## config.mk

```make
export PLATFORM = sky130hd
export DESIGN_NAME = rightmost_substring_match_core
export DESIGN_NICKNAME = d
export VERILOG_FILES = /design/src/rtl/rsm_pkg.sv /design/src/rtl/rsm_cell.sv /design/src/rtl/rightmost_substring_match_core.sv
export SDC_FILE = /design/constraint.sdc
export NUM_CORES = 1
export LEC_CHECK = 0
export BUFFER_PORTS_ARGS = -buffer_cell sky130_fd_sc_hd__buf_2
export CORE_MARGIN = 2
export CORE_UTILIZATION = 45
export CTS_CLUSTER_SIZE = 24
export DETAILED_ROUTE_END_ITERATION = 8
export PLACE_DENSITY = 0.66
export SLEW_MARGIN = 20
export SYNTH_ARGS = -nofsm -noshare
export SYNTH_HDL_FRONTEND = slang
export SYNTH_HIERARCHICAL = 1
export SYNTH_SLANG_ARGS = --single-unit
```

## constraint.sdc

```tcl
create_clock -name clk -period 5 [get_ports clk]
set_input_delay 1 -clock clk [delete_from_list [all_inputs] [get_ports clk]]
set_output_delay 1 -clock clk [all_outputs]
set_load 0.005 [all_outputs]
```

## src/rtl/rsm_pkg.sv

```systemverilog
// Shared types, constants and helpers for the rightmost substring match core.
`timescale 1ns / 1ps

package rsm_pkg;

  localparam int PAT_MAX   = 8;
  localparam int MAX_LEN   = 65536;

  localparam int CHAR_W    = 8;
  localparam int LEN_W     = 4;
  localparam int PBYTES_W  = 64;
  localparam int PSEL_W    = 3;
  localparam int MATCH_W   = 17;
  localparam int POS_W     = $clog2(MAX_LEN + 1);
  localparam int CNT_W     = POS_W + 1;
  localparam int CFG_IDX_W = 1;

  localparam logic [CFG_IDX_W-1:0] REG_PATTERN_LENGTH = 1'b0;
  localparam logic [CFG_IDX_W-1:0] REG_PATTERN_BYTES  = 1'b1;

  localparam logic [POS_W-1:0] POS_LIMIT = POS_W'(MAX_LEN);
  localparam logic [POS_W-1:0] POS_LAST  = POS_W'(MAX_LEN - 1);

  // Control handed to each window cell.
  typedef struct packed {
    logic              shift;
    logic              active;
    logic [CHAR_W-1:0] pat;
  } cell_ctl_t;

  function automatic logic [CHAR_W-1:0] pat_byte(input logic [PBYTES_W-1:0] bytes,
                                                 input logic [PSEL_W-1:0]   sel);
    pat_byte = bytes[sel*CHAR_W +: CHAR_W];
  endfunction

endpackage

```

## src/rtl/rsm_cell.sv

```systemverilog
// One window cell: compares its incoming character and passes it to the next cell.
`timescale 1ns / 1ps

module rsm_cell (
  input  logic                      clk,
  input  rsm_pkg::cell_ctl_t        ctl,
  input  logic [rsm_pkg::CHAR_W-1:0] char_in,
  input  logic                      hit_in,
  output logic [rsm_pkg::CHAR_W-1:0] char_out,
  output logic                      hit_out
);
  import rsm_pkg::*;

  logic [CHAR_W-1:0] char_r;

  // Cells past the pattern length do not take part in the compare.
  assign hit_out  = hit_in & (~ctl.active | (char_in == ctl.pat));
  assign char_out = char_r;

  always_ff @(posedge clk) begin
    if (ctl.shift) begin
      char_r <= char_in;
    end
  end

endmodule

```

## src/rtl/rightmost_substring_match_core.sv

```systemverilog
// Rightmost substring match core: window cell chain, position tracking and result register.
// Result timing: out_valid rises in the cycle after its end request is accepted.
// Throughput: one request per cycle; the window compare is done by the cell chain in the
// accepting cycle, and the single output register stalls input only while a result waits and out_ready is low.
// Reset (synchronous, active low): pattern length and bytes zero, position zero, no match
// kept, overflow clear, output empty.
`timescale 1ns / 1ps

module rightmost_substring_match_core (
  input  logic                             clk,
  input  logic                             rst_n,
  input  logic                             in_valid,
  output logic                             in_ready,
  input  logic [rsm_pkg::CHAR_W-1:0]       in_character,
  input  logic                             in_end_req,
  output logic                             out_valid,
  input  logic                             out_ready,
  output logic signed [rsm_pkg::MATCH_W-1:0] out_match_index,
  output logic                             out_overflow,
  input  logic                             cfg_valid,
  output logic                             cfg_ready,
  input  logic [rsm_pkg::CFG_IDX_W-1:0]    cfg_index,
  input  logic [rsm_pkg::PBYTES_W-1:0]     cfg_data
);
  import rsm_pkg::*;

  logic [LEN_W-1:0]    pat_len_r;
  logic [PBYTES_W-1:0] pat_bytes_r;
  logic [POS_W-1:0]    pos_r, pos_nxt;
  logic [MATCH_W-1:0]  match_r, match_nxt;
  logic                ovf_r, ovf_nxt;
  logic                out_valid_r, out_valid_nxt;
  logic [MATCH_W-1:0]  out_match_r;
  logic                out_ovf_r;

  logic                accept;
  logic                take_char;
  logic                saturated;
  logic [POS_W-1:0]    cur_pos;
  logic [LEN_W-1:0]    len_c;
  logic                enough;
  logic [POS_W-1:0]    start_pos;

  cell_ctl_t         ctl  [PAT_MAX];
  logic [CHAR_W-1:0] win  [PAT_MAX];
  logic              hit  [PAT_MAX+1];

  assign cfg_ready = 1'b1;
  assign in_ready  = ~out_valid_r | out_ready;
  assign accept    = in_valid & in_ready;
  assign take_char = accept & ~in_end_req;

  assign len_c = (pat_len_r > LEN_W'(PAT_MAX)) ? LEN_W'(PAT_MAX) : pat_len_r;

  // Hold the position at the last index once the string runs past the limit.
  assign saturated = (pos_r == POS_LIMIT);
  assign cur_pos   = saturated ? POS_LAST : pos_r;
  assign enough    = (len_c != '0) && ((CNT_W'(cur_pos) + CNT_W'(1)) >= CNT_W'(len_c));
  assign start_pos = cur_pos - (POS_W'(len_c) - POS_W'(1));

  assign win[0] = in_character;
  assign hit[0] = enough;

  for (genvar j = 0; j < PAT_MAX; j++) begin : g_cell
    logic [LEN_W-1:0] sel_full;
    assign sel_full      = len_c - LEN_W'(1) - LEN_W'(j);
    assign ctl[j].shift  = take_char;
    assign ctl[j].active = (LEN_W'(j) < len_c);
    assign ctl[j].pat    = pat_byte(pat_bytes_r, sel_full[PSEL_W-1:0]);

    if (j < PAT_MAX - 1) begin : g_mid
      rsm_cell u_cell (
        .clk      (clk),
        .ctl      (ctl[j]),
        .char_in  (win[j]),
        .hit_in   (hit[j]),
        .char_out (win[j+1]),
        .hit_out  (hit[j+1])
      );
    end else begin : g_last
      rsm_cell u_cell (
        .clk      (clk),
        .ctl      (ctl[j]),
        .char_in  (win[j]),
        .hit_in   (hit[j]),
        .char_out (),
        .hit_out  (hit[j+1])
      );
    end
  end

  always_comb begin
    pos_nxt       = pos_r;
    match_nxt     = match_r;
    ovf_nxt       = ovf_r;
    out_valid_nxt = out_valid_r & ~out_ready;
    if (accept) begin
      if (in_end_req) begin
        pos_nxt       = '0;
        match_nxt     = '1;
        ovf_nxt       = 1'b0;
        out_valid_nxt = 1'b1;
      end else begin
        if (saturated) begin
          ovf_nxt = 1'b1;
        end else begin
          pos_nxt = pos_r + POS_W'(1);
        end
        if (hit[PAT_MAX]) begin
          match_nxt = MATCH_W'(start_pos);
        end
      end
    end
  end

  always_ff @(posedge clk) begin
    if (!rst_n) begin
      pat_len_r   <= '0;
      pat_bytes_r <= '0;
      pos_r       <= '0;
      match_r     <= '1;
      ovf_r       <= 1'b0;
      out_valid_r <= 1'b0;
    end else begin
      pos_r       <= pos_nxt;
      match_r     <= match_nxt;
      ovf_r       <= ovf_nxt;
      out_valid_r <= out_valid_nxt;
      if (cfg_valid && cfg_ready) begin
        case (cfg_index)
          REG_PATTERN_LENGTH: pat_len_r   <= cfg_data[LEN_W-1:0];
          REG_PATTERN_BYTES:  pat_bytes_r <= cfg_data;
          default: ;
        endcase
      end
    end
  end

  always_ff @(posedge clk) begin
    if (accept && in_end_req) begin
      out_match_r <= match_r;
      out_ovf_r   <= ovf_r;
    end
  end

  assign out_valid       = out_valid_r;
  assign out_match_index = out_match_r;
  assign out_overflow    = out_ovf_r;

  a_end_gives_result: assert property (@(posedge clk) disable iff (!rst_n)
    (accept && in_end_req) |=> out_valid)
    else $error("end request did not produce a result");

  a_char_no_result: assert property (@(posedge clk) disable iff (!rst_n)
    take_char |=> !out_valid)
    else $error("character request produced a result");

  a_end_clears: assert property (@(posedge clk) disable iff (!rst_n)
    (accept && in_end_req) |=> (pos_r == '0 && match_r == '1 && !ovf_r))
    else $error("string state not cleared after end request");

  a_pos_bound: assert property (@(posedge clk) disable iff (!rst_n)
    pos_r <= POS_LIMIT)
    else $error("position ran past the limit");

  a_ovf_saturated: assert property (@(posedge clk) disable iff (!rst_n)
    ovf_r |-> saturated)
    else $error("overflow set without saturated position");

endmodule

```

==> flow_summary.ini <==
[detailed_routing]
routedWlPerCell_um = 17.79
routed_wirelength_mm = 25.91
via_per_inst = 5.532
drt_first_pass_iters = 5
drtIter0Drc = 549
ant_nets = 0
via_count = 8055
remaining_drc_errors = 0

[clocking]
cts_tree = done
cts_setup_buffers = 0
cts_resized = 0
cts_buffer_depth = 2
htreeDepth = 4
clock_latency_ns = 0.45
numCtsBuffers = 17
path_clk_slew_ns = 0.08
root_buffer = clkbuf_16
postCtsHoldBufs = 0
cts.sinks = 178

[sta]
skew_ns = 0.01804
final-hold-violation-count = 0
tightest_slew_ns = 0.8186
setup_violations = 0
fin_crit_ns = 4.646
finalSetupTns_ns = 0
period_share = 0.9293
max_freq_ghz = 0.2152
relSlewSlack = 0.4543
maxSlewViolCount = 0

[synthesis]
syn_area_per_cell_sq_um = 10.01
synth.net_count = 1157
synthesis.area_sq_mm = 0.01051
synth_warnings = 6
syn_inst = 1050

[floorplan]
die-height_um = 156.8
core_area_sq_mm = 0.02278
start_util = 0.4615
die-area_sq_mm = 0.02460
dieWidth_um = 156.8
ios = 100
rows = 55

[worst_hold_path]
hold_path_class = flop to flop

[final_layout]
fin_nets = 1237
post-route-util = 0.5247
drive_above_1_share = 0.2318
syn2layout_area_growth_pct = 13.71
diodes = 0

[critical_path]
cp.arrival_ns = 5.01
crit_path_start_kind = flop
critPathMaxFanout = 7
worstSetupEndpointType = flop
required_ns = 5.36
worstSetupPathType = flop to flop

[power_and_ir_drop]
power_density_mw_per_mm2 = 296.9
vdd_drop_max_uv = 233.2
static-leakage-power_nw = 4.553

[global_route]
busiest_layer = met1
grt_pass1_vias = 7535
grt.overflow.total = 0
grt_max_degree = 74
grt_util_met2 = 0.3072
grt_use_met3 = 0.03323
antenna_found_initial = 0
gr-usage-all-layers = 0.2165
met1_usage = 0.3452
grt_pass1_wl_mm = 41.19

[placement]
port_buffers = 98
place_hpwl_mm = 19.24
gp_congestion = 0.9158

[run]
max_cap_violations = 0

[status]
outcome = complete, no violations
-- placed cells by master, fill, tap and decap left out, drive strengths merged, types with 13 or more instances in the layout --
cell type and n:
dfxtp 104, nor2 42, nand2 207, mux2i 67, mux2 49, inv 20, clkbuf 17, mux4 32
xnor2 81, and2 14, nand2b 13, ha 27, xor2 15, buf 124, edfxtp 74, o21ai 26
a21oi 78, nand4 21, nand3 13
-- worst max-delay path: stages (launching register included) --
cell	delay, ns
dfxtp_1	0.37
nor4_2	0.29
buf_4	0.17
nand4_1	0.11
nor2_2	0.14
nor2_2	0.07
inv_1	0.07
ha_1	0.23
ha_1	0.29
a21o_1	0.15
a21o_1	0.16
a2111oi_1	0.34
nor4b_2	0.27
a32oi_1	0.13
and2_1	0.17
and2_1	0.14
and2_1	0.13
and2_1	0.12
and2_1	0.12
and2_1	0.12
and2_1	0.12
and2_1	0.17
o21ai_2	0.15
or3_4	0.18
and4b_1	0.20
nor3_1	0.17
-- through the flow --
stage,power [mW],hold slack [ns],std cells,instance area (sq um),setup WS (ns)
6_report,3.548,0.4345,1456,11950,0.3537
5_1_grt,3.684,0.4578,1456,11950,-0.01259
4_1_cts,3.562,0.4432,1456,11910,0.03578
3_5_place_dp,2.210,0.4272,1424,11290,0.05800
3_3_place_gp,2.198,0.4202,1424,11290,0.2850
2_1_floorplan,2.055,0.4081,1050,10510,0.04297
-- registers in the layout, indices dropped and copies added (netlist names) --
register,flops
pat_len_r,4
out_overflow,1
out_valid,1
pos_r,17
g_cell.g_mid.u_cell/char_out,56
ovf_r,1
pat_bytes_r,64
match_r,17
out_match_index,17
-- path summary, 6_finish.rpt --
path	start	to	slack, ns	depth (start not counted)
hold reg to reg	ovf_r$_SDFFE_PN0P_	out_overflow$_DFFE_PP_	0.43	0
setup / recovery	pos_r[6]$_SDFFE_PN0P_	match_r[16]$_SDFFE_PN1P_	0.35	25
hold / removal	ovf_r$_SDFFE_PN0P_	out_overflow$_DFFE_PP_	0.43	0
setup reg to reg	pos_r[6]$_SDFFE_PN0P_	match_r[16]$_SDFFE_PN1P_	0.35	25
-- where the power goes --
group | leakage [nW] | internal [mW] | switching (mW) | total, mW
registers | 1.51 | 1.57 | 0.0463 | 1.62
logic | 2.74 | 0.260 | 0.309 | 0.569
clock network | 0.300 | 0.683 | 0.678 | 1.36
-- per-layer routing --
metal / up-vias / part of all wire
li1: 3902 / -
met1: 3902 / 0.51
met2: 237 / 0.42
met3: 14 / 0.053
met4: 0 / 0.0083
met5: - / 0
-- cell type report --
type                            count  area, sq um
Tap cell                          313        391.6
Clock inverter                     15        188.9
Multi-Input combinational cell    793         5882
Fill cell                        2098        10830
Inverter                           16        61.31
Clock buffer                       17        425.4
Timing Repair Buffer              124        698.2
Sequential cell                   178         4305
(Power assumes the default switching activity.)
